[config.mk]
export PLATFORM = sky130hd
export DESIGN_NAME = i2c_bitbang_byte_master
export DESIGN_NICKNAME = d
export VERILOG_FILES = /design/src/hdl/i2cbm_pkg.sv /design/src/hdl/i2c_bitbang_byte_master.sv
export VERILOG_INCLUDE_DIRS = /design/src /design/src/hdl
export SDC_FILE = /design/constraint.sdc
export NUM_CORES = 1
export LEC_CHECK = 0
export BUFFER_PORTS_ARGS = -buffer_cell sky130_fd_sc_hd__clkbuf_2
export CELL_PAD_IN_SITES_DETAIL_PLACEMENT = 1
export CELL_PAD_IN_SITES_GLOBAL_PLACEMENT = 2
export CORE_ASPECT_RATIO = 0.6
export CORE_MARGIN = 3
export CORE_UTILIZATION = 41
export CTS_CLUSTER_SIZE = 16
export DETAILED_ROUTE_END_ITERATION = 6
export GPL_TIMING_DRIVEN = 0
export PLACE_DENSITY = 0.84
export SKIP_LAST_GASP = 1
export SLEW_MARGIN = 10
export SYNTH_ARGS = -nofsm -noshare
export SYNTH_HDL_FRONTEND = slang
export SYNTH_SLANG_ARGS = --single-unit
[constraint.sdc]
create_clock -name clk_i -period 9.9 [get_ports clk_i]
set_clock_uncertainty 0.05 [all_clocks]
set_input_delay 0.495 -clock clk_i [delete_from_list [all_inputs] [get_ports clk_i]]
set_output_delay 0.495 -clock clk_i [all_outputs]
set_load 0.1 [all_outputs]
[src/hdl/assert_macros.svh]
// ---------------------------------------------------------------------------
// Assertion macros
// Shared concurrent assertion helpers, clocked on clk_i and held off in reset.
// ---------------------------------------------------------------------------
`ifndef ASSERT_MACROS_SVH
`define ASSERT_MACROS_SVH

`ifndef NO_ASSERTIONS
// Property that must hold at every clock edge outside reset.
`define ASSERT_ALWAYS(lbl, prop) \
  lbl: assert property (@(posedge clk_i) disable iff (!rst_ni) (prop)) \
    else $error("assertion violated");
// Antecedent in this cycle implies consequent in the next cycle.
`define ASSERT_NEXT(lbl, ante, cons) \
  lbl: assert property (@(posedge clk_i) disable iff (!rst_ni) (ante) |=> (cons)) \
    else $error("assertion violated");
`else
`define ASSERT_ALWAYS(lbl, prop)
`define ASSERT_NEXT(lbl, ante, cons)
`endif

`endif

[src/hdl/i2cbm_pkg.sv]
// ---------------------------------------------------------------------------
// i2cbm_pkg
// Types and constants of the byte-level I2C bit-bang master.
// ---------------------------------------------------------------------------
`default_nettype none

package i2cbm_pkg;

  localparam int unsigned TimerW    = 16;
  localparam int unsigned PollW     = 8;
  localparam int unsigned ByteW     = 8;
  localparam int unsigned BitCntW   = 3;
  localparam int unsigned CmdW      = 3;
  localparam int unsigned CfgIdxW   = 2;
  localparam int unsigned CfgDataW  = 16;

  localparam logic [TimerW-1:0]  PhaseTicksRst = 16'd5;
  localparam logic [PollW-1:0]   AckTimeoutRst = 8'd250;
  localparam logic [BitCntW-1:0] LastBit       = 3'd7;

  typedef enum logic [CfgIdxW-1:0] {
    CfgPhaseTicks = 2'd0,
    CfgAckTimeout = 2'd1
  } cfg_idx_e;

  typedef enum logic [CmdW-1:0] {
    CmdNone  = 3'd0,
    CmdStart = 3'd1,
    CmdStop  = 3'd2,
    CmdWrite = 3'd3,
    CmdRead  = 3'd4
  } cmd_e;

  typedef enum logic [4:0] {
    PhIdle = 5'd0,
    PhS1   = 5'd1,
    PhS2   = 5'd2,
    PhS3   = 5'd3,
    PhP1   = 5'd4,
    PhP2   = 5'd5,
    PhP3   = 5'd6,
    PhW1   = 5'd7,
    PhW2   = 5'd8,
    PhW3   = 5'd9,
    PhA1   = 5'd10,
    PhA2   = 5'd11,
    PhA3   = 5'd12,
    PhR1   = 5'd13,
    PhR2   = 5'd14,
    PhK1   = 5'd15,
    PhK2   = 5'd16
  } phase_e;

  // Line levels driven toward the pads.
  typedef struct packed {
    logic scl;
    logic sda;
    logic drv;
  } lines_t;

endpackage

`default_nettype wire

[src/hdl/i2c_bitbang_byte_master.sv]
// ---------------------------------------------------------------------------
// i2c_bitbang_byte_master
// Byte-level I2C master that sequences SCL and SDA one bus tick per item.
// ---------------------------------------------------------------------------
// Usage: every transaction on the input channel is one tick of the bus
// timebase. It carries an optional command (start, stop, write byte, read
// byte), the byte to send, the ack choice for a read and the sampled SDA
// level. Each accepted tick produces exactly one transaction on the output
// channel with the SCL/SDA levels, busy and done flags, the last received
// byte and the ack failure flag, all as they stand after that tick.
// The tick is evaluated in the cycle it is accepted and its result appears
// on the output register in the next cycle, so the block takes one tick per
// cycle while the receiver takes each result. The sequencer registers and the
// output register are both updated on each accepted tick.
// in_ready_o stays high while the output register is empty or is being
// taken in the same cycle; a stalled receiver holds the result and stops
// new ticks, so no result is lost. Configuration writes (phase_ticks,
// ack_timeout) are always taken and should only be issued while idle.
// Reset returns the sequencer to idle with SCL and SDA driven high, the held
// rx byte zero, phase_ticks 5 and ack_timeout 250; no clearing pass is needed.
// ---------------------------------------------------------------------------
`default_nettype none

`include "assert_macros.svh"

module i2c_bitbang_byte_master (
  input  wire logic                             clk_i,
  input  wire logic                             rst_ni,
  // Tick input channel.
  input  wire logic                             in_valid_i,
  output      logic                             in_ready_o,
  input  wire logic [i2cbm_pkg::CmdW-1:0]       cmd_i,
  input  wire logic [i2cbm_pkg::ByteW-1:0]      tx_byte_i,
  input  wire logic                             send_ack_i,
  input  wire logic                             sda_in_i,
  // Result channel.
  output      logic                             out_valid_o,
  input  wire logic                             out_ready_i,
  output      logic                             scl_out_o,
  output      logic                             sda_out_o,
  output      logic                             sda_drive_o,
  output      logic                             busy_res_o,
  output      logic                             done_res_o,
  output      logic [i2cbm_pkg::ByteW-1:0]      rx_byte_o,
  output      logic                             ack_failed_o,
  // Configuration write channel.
  input  wire logic                             cfg_valid_i,
  output      logic                             cfg_ready_o,
  input  wire logic [i2cbm_pkg::CfgIdxW-1:0]    cfg_index_i,
  input  wire logic [i2cbm_pkg::CfgDataW-1:0]   cfg_data_i
);

  // Configuration registers.
  logic [i2cbm_pkg::TimerW-1:0] phase_ticks_q;
  logic [i2cbm_pkg::PollW-1:0]  ack_timeout_q;

  // Sequencer state.
  i2cbm_pkg::phase_e              phase_q, phase_d;
  logic [i2cbm_pkg::BitCntW-1:0]  bit_count_q, bit_count_d;
  logic [i2cbm_pkg::ByteW-1:0]    shift_q, shift_d;
  logic [i2cbm_pkg::TimerW-1:0]   timer_q, timer_d;
  logic [i2cbm_pkg::PollW-1:0]    poll_q, poll_d;
  i2cbm_pkg::lines_t              lines_q, lines_d;
  logic                           fail_q, fail_d;
  logic                           ack_choice_q, ack_choice_d;
  logic [i2cbm_pkg::ByteW-1:0]    rx_hold_q, rx_hold_d;

  // Output register.
  logic                           out_valid_q;
  logic                           scl_q, sda_q, drv_q, busy_q, done_q, fail_out_q;
  logic [i2cbm_pkg::ByteW-1:0]    rx_out_q;

  logic                           in_fire;
  logic                           done_d;
  logic                           expired;
  logic [i2cbm_pkg::TimerW-1:0]   timer_dec;
  logic [i2cbm_pkg::TimerW-1:0]   timer_load;
  logic                           sda_res, busy_res;

  assign in_ready_o  = !out_valid_q || out_ready_i;
  assign in_fire     = in_valid_i && in_ready_o;
  assign cfg_ready_o = 1'b1;

  // A programmed phase length of zero behaves as one tick.
  assign timer_load = (phase_ticks_q == '0) ? {{(i2cbm_pkg::TimerW-1){1'b0}}, 1'b1}
                                            : phase_ticks_q;
  assign timer_dec  = timer_q - {{(i2cbm_pkg::TimerW-1){1'b0}}, 1'b1};

  always_ff @(posedge clk_i or negedge rst_ni) begin
    if (!rst_ni) begin
      phase_ticks_q <= i2cbm_pkg::PhaseTicksRst;
      ack_timeout_q <= i2cbm_pkg::AckTimeoutRst;
    end else if (cfg_valid_i) begin
      unique case (cfg_index_i)
        i2cbm_pkg::CfgPhaseTicks: phase_ticks_q <= cfg_data_i;
        i2cbm_pkg::CfgAckTimeout: ack_timeout_q <= cfg_data_i[i2cbm_pkg::PollW-1:0];
        default: ;
      endcase
    end
  end

  // Next-state logic: one bus tick.
  always_comb begin
    phase_d      = phase_q;
    bit_count_d  = bit_count_q;
    shift_d      = shift_q;
    timer_d      = timer_q;
    poll_d       = poll_q;
    lines_d      = lines_q;
    fail_d       = fail_q;
    ack_choice_d = ack_choice_q;
    rx_hold_d    = rx_hold_q;
    done_d       = 1'b0;
    expired      = 1'b0;

    if (in_fire) begin
      if (phase_q == i2cbm_pkg::PhIdle) begin
        // Commands are only taken while idle; unknown codes do nothing.
        unique case (cmd_i)
          i2cbm_pkg::CmdStart: begin
            lines_d = '{scl: 1'b1, sda: 1'b1, drv: 1'b1};
            timer_d = timer_load;
            phase_d = i2cbm_pkg::PhS1;
          end
          i2cbm_pkg::CmdStop: begin
            lines_d = '{scl: 1'b0, sda: 1'b0, drv: 1'b1};
            timer_d = timer_load;
            phase_d = i2cbm_pkg::PhP1;
          end
          i2cbm_pkg::CmdWrite: begin
            fail_d      = 1'b0;
            shift_d     = tx_byte_i;
            bit_count_d = '0;
            lines_d     = '{scl: 1'b0, sda: tx_byte_i[i2cbm_pkg::ByteW-1], drv: 1'b1};
            timer_d     = timer_load;
            phase_d     = i2cbm_pkg::PhW1;
          end
          i2cbm_pkg::CmdRead: begin
            ack_choice_d = send_ack_i;
            shift_d      = '0;
            bit_count_d  = '0;
            lines_d      = '{scl: 1'b0, sda: 1'b1, drv: 1'b0};
            timer_d      = timer_load;
            phase_d      = i2cbm_pkg::PhR1;
          end
          default: ;
        endcase
      end else if (phase_q == i2cbm_pkg::PhA3) begin
        // Ack poll with SCL high, one sample per tick.
        if (!sda_in_i) begin
          lines_d.scl = 1'b0;
          phase_d     = i2cbm_pkg::PhIdle;
          done_d      = 1'b1;
        end else if (poll_q >= ack_timeout_q) begin
          fail_d  = 1'b1;
          lines_d = '{scl: 1'b0, sda: 1'b0, drv: 1'b1};
          timer_d = timer_load;
          phase_d = i2cbm_pkg::PhP1;
        end else begin
          poll_d = poll_q + {{(i2cbm_pkg::PollW-1){1'b0}}, 1'b1};
        end
      end else begin
        timer_d = timer_dec;
        expired = (timer_dec == '0);
      end

      if (expired) begin
        unique case (phase_q) inside
          i2cbm_pkg::PhS1: begin
            lines_d.sda = 1'b0; timer_d = timer_load; phase_d = i2cbm_pkg::PhS2;
          end
          i2cbm_pkg::PhS2: begin
            lines_d.scl = 1'b0; timer_d = timer_load; phase_d = i2cbm_pkg::PhS3;
          end
          i2cbm_pkg::PhP1: begin
            lines_d.scl = 1'b1; timer_d = timer_load; phase_d = i2cbm_pkg::PhP2;
          end
          i2cbm_pkg::PhP2: begin
            lines_d.sda = 1'b1; timer_d = timer_load; phase_d = i2cbm_pkg::PhP3;
          end
          i2cbm_pkg::PhW1: begin
            lines_d.scl = 1'b1; timer_d = timer_load; phase_d = i2cbm_pkg::PhW2;
          end
          i2cbm_pkg::PhW2: begin
            lines_d.scl = 1'b0; timer_d = timer_load; phase_d = i2cbm_pkg::PhW3;
          end
          i2cbm_pkg::PhW3: begin
            if (bit_count_q == i2cbm_pkg::LastBit) begin
              bit_count_d = '0;
              lines_d     = '{scl: 1'b0, sda: 1'b1, drv: 1'b0};
              phase_d     = i2cbm_pkg::PhA1;
            end else begin
              bit_count_d = bit_count_q + {{(i2cbm_pkg::BitCntW-1){1'b0}}, 1'b1};
              shift_d     = {shift_q[i2cbm_pkg::ByteW-2:0], 1'b0};
              lines_d.sda = shift_q[i2cbm_pkg::ByteW-2];
              phase_d     = i2cbm_pkg::PhW1;
            end
            timer_d = timer_load;
          end
          i2cbm_pkg::PhA1: begin
            lines_d.scl = 1'b1; timer_d = timer_load; phase_d = i2cbm_pkg::PhA2;
          end
          i2cbm_pkg::PhA2: begin
            // The poll phase runs on the sampled SDA, not on the timer.
            poll_d  = '0;
            phase_d = i2cbm_pkg::PhA3;
          end
          i2cbm_pkg::PhR1: begin
            lines_d.scl = 1'b1;
            shift_d     = {shift_q[i2cbm_pkg::ByteW-2:0], sda_in_i};
            timer_d     = timer_load;
            phase_d     = i2cbm_pkg::PhR2;
          end
          i2cbm_pkg::PhR2: begin
            if (bit_count_q == i2cbm_pkg::LastBit) begin
              bit_count_d = '0;
              rx_hold_d   = shift_q;
              lines_d     = '{scl: 1'b0, sda: !ack_choice_q, drv: 1'b1};
              phase_d     = i2cbm_pkg::PhK1;
            end else begin
              bit_count_d = bit_count_q + {{(i2cbm_pkg::BitCntW-1){1'b0}}, 1'b1};
              lines_d.scl = 1'b0;
              phase_d     = i2cbm_pkg::PhR1;
            end
            timer_d = timer_load;
          end
          i2cbm_pkg::PhK1: begin
            lines_d.scl = 1'b1; timer_d = timer_load; phase_d = i2cbm_pkg::PhK2;
          end
          i2cbm_pkg::PhK2: begin
            lines_d.scl = 1'b0; phase_d = i2cbm_pkg::PhIdle; done_d = 1'b1;
          end
          i2cbm_pkg::PhS3, i2cbm_pkg::PhP3: begin
            phase_d = i2cbm_pkg::PhIdle; done_d = 1'b1;
          end
          default: ;
        endcase
      end
    end
  end

  // Result formatting from the post-tick state.
  always_comb begin
    sda_res  = lines_d.drv ? lines_d.sda : 1'b1;
    busy_res = (phase_d != i2cbm_pkg::PhIdle);
  end

  always_ff @(posedge clk_i or negedge rst_ni) begin
    if (!rst_ni) begin
      phase_q      <= i2cbm_pkg::PhIdle;
      bit_count_q  <= '0;
      shift_q      <= '0;
      timer_q      <= '0;
      poll_q       <= '0;
      lines_q      <= '{scl: 1'b1, sda: 1'b1, drv: 1'b1};
      fail_q       <= 1'b0;
      ack_choice_q <= 1'b0;
      rx_hold_q    <= '0;
    end else begin
      phase_q      <= phase_d;
      bit_count_q  <= bit_count_d;
      shift_q      <= shift_d;
      timer_q      <= timer_d;
      poll_q       <= poll_d;
      lines_q      <= lines_d;
      fail_q       <= fail_d;
      ack_choice_q <= ack_choice_d;
      rx_hold_q    <= rx_hold_d;
    end
  end

  always_ff @(posedge clk_i or negedge rst_ni) begin
    if (!rst_ni) begin
      out_valid_q <= 1'b0;
    end else if (in_fire) begin
      out_valid_q <= 1'b1;
    end else if (out_ready_i) begin
      out_valid_q <= 1'b0;
    end
  end

  always_ff @(posedge clk_i) begin
    if (in_fire) begin
      scl_q      <= lines_d.scl;
      sda_q      <= sda_res;
      drv_q      <= lines_d.drv;
      busy_q     <= busy_res;
      done_q     <= done_d;
      rx_out_q   <= rx_hold_d;
      fail_out_q <= fail_d;
    end
  end

  assign out_valid_o  = out_valid_q;
  assign scl_out_o    = scl_q;
  assign sda_out_o    = sda_q;
  assign sda_drive_o  = drv_q;
  assign busy_res_o   = busy_q;
  assign done_res_o   = done_q;
  assign rx_byte_o    = rx_out_q;
  assign ack_failed_o = fail_out_q;

  // The held result always describes the current sequencer state.
  `ASSERT_ALWAYS(a_busy_matches_phase,
                 !out_valid_q || (busy_q == (phase_q != i2cbm_pkg::PhIdle)))
  // A completing tick leaves the sequencer idle.
  `ASSERT_ALWAYS(a_done_not_busy, !(out_valid_q && done_q && busy_q))
  // A low SDA sample during the ack poll ends the write.
  `ASSERT_NEXT(a_ack_ends_write,
               in_fire && (phase_q == i2cbm_pkg::PhA3) && !sda_in_i,
               (phase_q == i2cbm_pkg::PhIdle) && done_q)
  // A released SDA always reports a high level.
  `ASSERT_ALWAYS(a_released_sda_high, !out_valid_q || drv_q || sda_q)

endmodule

`default_nettype wire
==> impl_metrics.toml, run 1 <==
[yosys]
synthTopCellsByArea = "dfrtp_1, edfxtp_1, mux2_2, dfstp_2, o21ai_0"
synth_top_area_frac = 0.2923
syn_inst = 616
async_reset_ff_frac = 0.8478
synth_top_flop_cell = "dfrtp_1"
ys_types = 81
ys_warn_count = 0
synth.most_common_cell = "dfrtp_1"
synth_area_sq_mm = 0.005736
ys_seq_area_frac = 0.4160
synth_fp_nets = 665
netlist_top_cells_count = "dfrtp_1, o21ai_0, nor2_1"
ys_ff_latch = 92
synth-edff-count = 14
yosys.area.top_type = "dfrtp_1"
postSynthAreaPerCell_sq_um = 9.311

[clocking]
root_buffer = "clkbuf_16"
tritoncts = "built"
cts_hold_buffers = 0
cts_made_buffers = 9
clk_latency_ns = 0.35
cts_max_level = 3
ctsResizeCount = 0
clk_path_buf_depth = 2
clkTransAtPathRegs_ns = 0.08
numClockSinks = 92
cts_setup_buffers = 0

[worst_hold_path]
hp-class = "input pin to asynchronous set/reset pin"

[setup_path]
critPathMaxFanout = 9
startpoint_type = "flip-flop"
cp_cell_sequence = "buf_6 -> inv_1 -> ha_1 -> or3b_1 -> clkbuf_2 -> o32ai_1 -> a32oi_1 -> or4_1 -> buf_2 -> nor4_2 -> a21oi_1 -> or4b_1"
rr_startpoint = "timer_q[0]"
cpMaxStageDelayCell = "nor4_2"
critPathTopFamily = "simple AND/OR/NAND/NOR gates"
crit_buf_inv = 4
arrival_ns = 4.53
endpoint_kind = "flip-flop"
max_stage_delay_ns = 0.73
critPathKind = "flip-flop to flip-flop"
reg2reg_slack_ns = 5.40
cp.required_ns = 9.93
rr_endpoint = "sda_out_o"
reg2reg_depth = 12

[drt]
postRouteAntennaNets = 0
wl_per_cell_um = 22.80
first_pass_iters = 5
drt_iter0_drc = 545
num_vias = 5364
viasPerCell = 6.158
drt_drc_violations_left = 0
wirelength_mm = 19.86

[die]
rows = 32
die_area_sq_mm = 0.01549
initial_core_util = 0.4328
io_pins = 53
die_w_um = 158.7
coreArea_sq_mm = 0.01325
dieHeight_um = 97.62

[sta]
setup_tns_ns = 0
grt_setup_unrepaired = "false"
worst_slew_pin_slew_ns = 1.162
fmaxAchievable_mhz = 222.2
fin_crit_ns = 4.500
fin_crit_sh = 0.4546
slew_headroom = 0.2240
drv_slew = 0
finalHoldViolCount = 0
setup_viol_count_final = 0

[cells_and_area]
area_growth_pct = 14.64
insertedDiodeCount = 0
drive_gt1_frac = 0.2003
nFillCells = 1537
stdcell_count = 871
post-route-util = 0.4961
fin_nets = 728

[placement]
dp.cells = 855
hpwl_mm = 14.77
io_buffers = 51
gp_congestion = 0.9173

[pwr]
swShare = 0.3870
p_int_w = 0.0008219
irDropWorstVdd_mv = 0.08925
power.leakage_nw = 2.746
p_clk_frac = 0.282
switching_power_w = 0.0005189
power.density_mw_per_mm2 = 203.9
comb_power_share = 0.334
p_seq_frac = 0.384

[global_routing]
grt_pass1_vias = 5402
grt_max_degree = 50
grtUsageTotal = 0.2656
antenna_found_initial = 1
grt_pass1_wl_mm = 31.84
grt-ovfl-total = 0

[run_status]
status = "finished clean"

[job]
maxCapViolCount = 0
[power by group through the flow]
stage / Clock, W / Combinational [W] / Sequential [W]
final: 0.000378 / 0.000447 / 0.000515
after detailed placement: 0 / 0.000435 / 0.000519
after CTS: 0.000382 / 0.000437 / 0.000512
after floorplan: 0 / 0.000303 / 0.000517
after global routing: 0.000400 / 0.000491 / 0.000524
after global placement: 0 / 0.000418 / 0.000517
[worst reg2reg max path: cells and delay by family, from the launching register on]
kind / cells / cell delay (ns)
AOI/OAI and AO/OA: 3 / 0.73
adders and majority gates: 1 / 0.28
buffers and inverters: 4 / 0.59
DFF: 1 / 0.41
and+or+nand+nor: 4 / 2.19
[per-layer routing]
layer / vias up / global-route usage / routed length (um)
met2: 190 / 0.3672 / 8268
met1: 2737 / 0.4226 / 10060
met4: 2 / 0.04296 / 129
li1: 2419 / - / -
met3: 16 / 0.06053 / 1385
met5: - / 0 / 13
[registers in the layout (all words and copies together) (netlist names)]
register	cells
phase_ticks_q	16
timer_q	16
ack_timeout_q	8
poll_q	8
rx_byte_o	8
rx_hold_q	8
shift_q	8
phase_q	5
bit_count_q	3
lines_q	3
ack_choice_q	1
ack_failed_o	1
busy_res_o	1
done_res_o	1
fail_q	1
out_valid_o	1
scl_out_o	1
sda_drive_o	1
sda_out_o	1
[metrics by stage]
| step | power (W) | worst slack, ns | area [sq um] | hold WS, ns |
|---|---|---|---|---|
| 2_1_floorplan | 0.0008193 | 6.174 | 5736 | 0.1494 |
| 3_5_place_dp | 0.0009538 | 5.580 | 6256 | 0.4395 |
| 3_3_place_gp | 0.0009350 | 5.567 | 6225 | 0.4151 |
| 6_report | 0.001341 | 5.400 | 6575 | 0.06167 |
| 5_1_grt | 0.001414 | 5.133 | 6575 | 0.1017 |
| 4_1_cts | 0.001332 | 5.524 | 6575 | 0.08163 |
[worst max path at each step]
| stage | slack [ns] | start | endpoint | cells past startpoint |
|---|---|---|---|---|
| 2_1_floorplan | 6.17 | out_valid_o | timer_q[12] | 8 |
| 3_3_place_gp | 5.57 | timer_q[0] | sda_out_o | 12 |
| 3_5_place_dp | 5.58 | timer_q[0] | sda_out_o | 12 |
| 4_1_cts | 5.52 | timer_q[0] | sda_out_o | 12 |
| 5_1_grt | 5.13 | timer_q[0] | sda_out_o | 12 |
| 6_report | 5.40 | timer_q[0] | sda_out_o | 12 |
[cells by family (layout without fill, tap and decap cells)]
group / count (synthesis) / after routing / synth area share
muxes: 36 / 36 / 0.06981
xor gates and xnor gates: 12 / 12 / 0.01832
adders and majority gates: 13 / 13 / 0.02836
DFF: 92 / 92 / 0.4160
and+or+nand+nor: 217 / 217 / 0.2059
buffers and inverters: 75 / 143 / 0.05606
other: 1 / 1 / 0.0006538
AOI/OAI and AO/OA: 170 / 170 / 0.2049
[final cells by class]
class                   count  area [sq um]  share of cell area
plain buffers              43         202.7             0.03083
clock buffers               9         225.2             0.03425
clock inverters             7         93.84             0.01427
inverters                  32         120.1             0.01827
multi-input cells         449          3028              0.4605
flip-flops and latches     92          2386              0.3629
well taps                 187         234.0             0.03559
repair buffers             52         285.3             0.04339
[cells in the final DEF, fill, tap and decap left out, types with 7 or more instances in the layout]
master	netlist	routed
a21o_1	8	8
a21oi_1	22	22
a22o_1	9	9
a31oi_1	8	8
and3_1	7	7
clkbuf_1	32	31
clkbuf_16	0	9
clkbuf_2	1	52
dfrtp_1	67	67
dfstp_2	11	11
edfxtp_1	14	14
ha_1	13	13
inv_1	31	31
mux2_2	32	32
nand2_1	44	44
nand2b_1	8	8
nand3_1	13	13
nand4_1	10	10
nor2_1	47	47
nor2b_1	11	11
nor3_1	15	15
nor4_1	14	14
o21ai_0	50	50
or3_1	9	9
or4_1	9	9
xor2_1	7	7
Power figures use the tool's default switching activity.
==> run 2: changes to the inputs <==
Settings changed: CORE_UTILIZATION 41 to 38, PLACE_DENSITY 0.84 to 0.79.
Clock period 9.9 ns to 4.5 ns, I/O delays scaled along.
==> run 2 against run 1 <==
Sequential share of layout area fell by 0.26 points. Maximum frequency is 8.1% higher. Via count grew 0.19%.
==> impl_metrics.toml, run 2 (synthesis results as in run 1) <==
[drt]
drt_drc_violations_left = 0
first_pass_iters = 5
num_vias = 5374
drt_iter0_drc = 412
wirelength_mm = 20.18
postRouteAntennaNets = 0
viasPerCell = 6.065
wl_per_cell_um = 22.78

[cells_and_area]
final_common_cell = "dfrtp_1"
drive_gt1_frac = 0.2049
nFillCells = 1701
final_cell_mix = "dfrtp_1, clkbuf_2, o21ai_0, nor2_1, nand2_1"
top_regs = "phase_ticks_q (16), timer_q (16)"
stdcell_area_sq_mm = 0.006623
fin_nets = 732
insertedDiodeCount = 0
area_growth_pct = 15.47

[worst_hold_path]
holdPathEnd = "phase_ticks_q[8]"
hp-class = "input pin to flip-flop"
hold_depth = 3
worstHoldStart = "cfg_data_i[8]"

[sta]
worst_slew_pin_slew_ns = 1.206
setup_viol_count_final = 0
fin_crit_ns = 4.162
setup_tns_ns = 0
fin_crit_sh = 0.9249
slew_headroom = 0.1941
setup_slack_ns = 0.3377
drv_slew = 0
grt_setup_unrepaired = "false"
finalHoldViolCount = 0
fmaxAchievable_mhz = 240.3

[die]
dieHeight_um = 101.2
io_pins = 53
coreArea_sq_mm = 0.01463
initial_core_util = 0.3919
rows = 34
die_w_um = 164.6
die_area_sq_mm = 0.01665

[setup_path]
rr_startpoint = "timer_q[0]"
arrival_ns = 4.21
reg2reg_slack_ns = 0.34
cp.required_ns = 4.55
critPathMaxFanout = 9
rr_endpoint = "sda_out_o"
reg2reg_depth = 12
endpoint_kind = "flip-flop"
startpoint_type = "flip-flop"
critPathKind = "flip-flop to flip-flop"

[pwr]
swShare = 0.3944
p_seq_frac = 0.389
p_clk_frac = 0.268
power.leakage_nw = 2.760
switching_power_w = 0.001145
irDropWorstVdd_mv = 0.1927
comb_power_share = 0.343
power.density_mw_per_mm2 = 438.2
p_int_w = 0.001758

[clocking]
clkTransAtPathRegs_ns = 0.08
cts_max_level = 3
cts_made_buffers = 9
numClockSinks = 92
root_buffer = "clkbuf_16"
clk_path_buf_depth = 2
tritoncts = "built"
clk_latency_ns = 0.36

[run_status]
status = "finished clean"

[global_routing]
grt_max_degree = 48
grt_pass1_wl_mm = 31.57
grtUsageTotal = 0.2509
grt_pass1_vias = 5366
antenna_found_initial = 0
grt-ovfl-total = 0

[placement]
hpwl_mm = 15.24
placed_cell_area_sq_mm = 0.006270
io_buffers = 51
pre_cts_ws_ns = 0.1938
gp_congestion = 0.9503

[job]
maxCapViolCount = 0
## run 2: power groups by stage
| stage | registers, W | logic (W) | clock network (W) |
|---|---|---|---|
| 2_1_floorplan | 0.00114 | 0.000666 | 0 |
| 3_3_place_gp | 0.00114 | 0.000933 | 0 |
| 6_report | 0.00113 | 0.000994 | 0.000778 |
| 5_1_grt | 0.00115 | 0.00109 | 0.000832 |
| 3_5_place_dp | 0.00114 | 0.000968 | 0 |
| 4_1_cts | 0.00113 | 0.000977 | 0.000798 |
## run 2: critical path, stage by stage, from the launching register on
cell and delay [ns]:
dfrtp_1 0.40, buf_6 0.14, inv_1 0.08, ha_1 0.31
or3b_1 0.38, clkbuf_2 0.18, o32ai_1 0.28, a32oi_1 0.23
or4_1 0.57, buf_2 0.19, nor4_4 0.42, a21oi_1 0.16
or4b_1 0.51
## run 2: worst max-delay path by stage
| stage | slack [ns] | end | start | cells past startpoint |
|---|---|---|---|---|
| finish | 0.34 | sda_out_o | timer_q[0] | 12 |
| global route | 0.10 | sda_out_o | timer_q[0] | 12 |
| CTS | 0.14 | sda_out_o | timer_q[0] | 12 |
| detailed placement | 0.19 | sda_out_o | timer_q[0] | 12 |
| global placement | 0.16 | sda_out_o | timer_q[0] | 12 |
| floorplan | 0.77 | timer_q[12] | out_valid_o | 8 |
## run 2: metrics by stage
step	std cells	hold slack [ns]	power, W	utilization
after global routing	886	0.02441	0.003071	0.4525
after floorplan	616	-0.1206	0.001802	-
after global placement	865	0.3787	0.002068	0.4263
after CTS	883	0.01192	0.002901	0.4500
after detailed placement	866	0.2029	0.002109	0.4284
final	886	0.02201	0.002902	0.4525
## run 2: per-layer routing
| metal | vias up | wire length, um | global-route usage |
|---|---|---|---|
| met5 | - | 0 | 0 |
| li1 | 2426 | - | - |
| met3 | 21 | 1435 | 0.05435 |
| met1 | 2746 | 10560 | 0.4032 |
| met4 | 0 | 170 | 0.04381 |
| met2 | 181 | 8020 | 0.3440 |
## run 2: cell type report
type / instances / area, sq um / area share
inverter: 32 / 120.1 / 0.01814
timing repair buffer: 56 / 317.8 / 0.04799
clock inverter: 7 / 80.08 / 0.01209
tap: 198 / 247.7 / 0.03741
buffer: 43 / 202.7 / 0.03061
clock buffer: 9 / 225.2 / 0.03401
multi-input combinational: 449 / 3043 / 0.4595
sequential: 92 / 2386 / 0.3603
## run 2: repair_timing
action                                 in CTS  in global routing
resized for setup                           0                  2
hold buffers                                1                  0
endpoints found under the hold margin      29                  0
setup endpoints to repair                   0                  4
setup buffers                               0                  3
==> run 3: changes to the inputs <==
==> constraint.sdc (replaced) <==
create_clock -name clk_i -period 4.5 [get_ports clk_i]
set_clock_uncertainty 0.05 [all_clocks]
set_input_delay 0.9 -clock clk_i [delete_from_list [all_inputs] [get_ports clk_i]]
set_output_delay 0.9 -clock clk_i [all_outputs]
set_load 0.1 [all_outputs]
==> run 3 against run 2 <==
Clock-buffer cell count is the same. Global-route usage is essentially flat. Non-clock buffer count decreased by 1. Die area stayed put. Flip-flop and latch count is the same. Total power about the same. Largest cell class unchanged. Highest routed layer unchanged. Cell count down 0.11%. Critical path depth did not move. Via count about the same.
==> impl_metrics.toml, run 3 (synthesis results as in run 1) <==
[clocking]
cts_made_buffers = 9
tritoncts = "built"
clk_path_buf_depth = 2
cts_max_level = 3
numClockSinks = 92
clk_latency_ns = 0.36
root_buffer = "clkbuf_16"
clkTransAtPathRegs_ns = 0.08

[pwr]
p_clk_frac = 0.268
p_seq_frac = 0.389
p_int_w = 0.001757
irDropWorstVdd_mv = 0.1908
switching_power_w = 0.001142
comb_power_share = 0.342
power.leakage_nw = 2.756
power.density_mw_per_mm2 = 438.5
swShare = 0.3940

[placement]
hpwl_mm = 15.24
gp_congestion = 0.9503
io_buffers = 51

[setup_path]
cpMaxStageDelayCell = "or4_1"
critPathMaxFanout = 9
endpoint_kind = "flip-flop"
startpoint_type = "flip-flop"
arrival_ns = 4.19
max_stage_delay_ns = 0.57
cp.required_ns = 4.55
cp_cell_sequence = "buf_6 -> inv_1 -> ha_1 -> or3b_1 -> clkbuf_2 -> o32ai_1 -> a32oi_1 -> or4_1 -> buf_2 -> nor4_4 -> a21oi_1 -> or4b_1"
critPathTopFamily = "simple AND/OR/NAND/NOR gates"
crit_buf_inv = 4
critPathKind = "flip-flop to flip-flop"

[die]
rows = 34
coreArea_sq_mm = 0.01463
initial_core_util = 0.3919
io_pins = 53
die_area_sq_mm = 0.01665
die_w_um = 164.6
dieHeight_um = 101.2

[sta]
drv_slew = 0
worst_slew_pin_slew_ns = 1.182
setup_viol_count_final = 0
finalHoldViolCount = 0
fmaxAchievable_mhz = 241.6
setup_tns_ns = 0
slew_headroom = 0.2106
fin_crit_ns = 4.140
fin_crit_sh = 0.9199
grt_setup_unrepaired = "false"

[cells_and_area]
final_cell_mix = "dfrtp_1, clkbuf_2, o21ai_0, nor2_1, nand2_1"
fin_nets = 731
final_common_cell = "dfrtp_1"
top_regs = "phase_ticks_q (16), timer_q (16)"
insertedDiodeCount = 0
drive_gt1_frac = 0.2052
area_growth_pct = 15.29
post-route-util = 0.4519

[global_routing]
grtUsageTotal = 0.2509
grt-ovfl-total = 0
antenna_found_initial = 0
grt_pass1_wl_mm = 31.56
grt_pass1_vias = 5359
grt_max_degree = 48

[drt]
wirelength_mm = 20.10
first_pass_iters = 5
drt_drc_violations_left = 0
wl_per_cell_um = 22.71
viasPerCell = 6.077
num_vias = 5378
postRouteAntennaNets = 0
drt_iter0_drc = 430

[run_status]
status = "finished clean"

[job]
maxCapViolCount = 0

[worst_hold_path]
hp-class = "flip-flop to flip-flop"
[run 3: cell count changes in the layout (fill, tap and decap cells not counted), sizes merged]
cell | previous run | this run
dlygate4sd3 | 1 | 0
[run 3: metrics by stage]
step	setup slack, ns	area, sq um	power, W	instances	hold slack, ns
after floorplan	0.7315	5736	0.001802	616	0.4033
after global placement	0.1588	6238	0.002068	865	0.4164
after detailed placement	0.1938	6270	0.002109	866	0.4350
after CTS	0.1421	6575	0.002900	882	0.4510
after global routing	0.1014	6613	0.003070	885	0.4707
final	0.3604	6613	0.002899	885	0.4431
[run 3: what timing repair did]
item / 4_1_cts / 5_1_grt
setup buffers: 0 / 3
resized for setup: 0 / 2
hold buffers: 0 / 0
setup endpoints to repair: 0 / 4
[run 3: final timing paths]
check	start	endpoint	slack [ns]	cells after the start
setup / recovery	timer_q[0]	sda_out_o	0.36	12
hold / removal	bit_count_q[2]	bit_count_q[2]	0.44	1
setup reg to reg	timer_q[0]	sda_out_o	0.36	12
hold reg to reg	bit_count_q[2]	bit_count_q[2]	0.44	1
max in group asynchronous	rst_ni	phase_ticks_q[0]	3.25	2
min in group asynchronous	rst_ni	phase_q[1]	0.48	1
[run 3: power groups by stage]
stage                     logic, W  clock network (W)  registers, W
after floorplan           0.000666                  0       0.00114
after global placement    0.000933                  0       0.00114
after detailed placement  0.000968                  0       0.00114
after CTS                 0.000976           0.000798       0.00113
after global routing       0.00109           0.000832       0.00115
final                     0.000993           0.000777       0.00113
[run 3: cell type report]
type / count / area (sq um)
multi-input combinational: 449 / 3043
sequential: 92 / 2386
inverter: 32 / 120.1
timing repair buffer: 55 / 307.8
fill: 1701 / 8021
clock inverter: 7 / 80.08
buffer: 43 / 202.7
clock buffer: 9 / 225.2
tap: 198 / 247.7
[run 3: per-layer routing]
layer / up-vias / wire length [um] / global-route usage
met1: 2757 / 10620 / 0.4032
met3: 17 / 1345 / 0.05435
met4: 0 / 171 / 0.04381
li1: 2431 / - / -
met5: - / 0 / 0
met2: 173 / 7960 / 0.3437
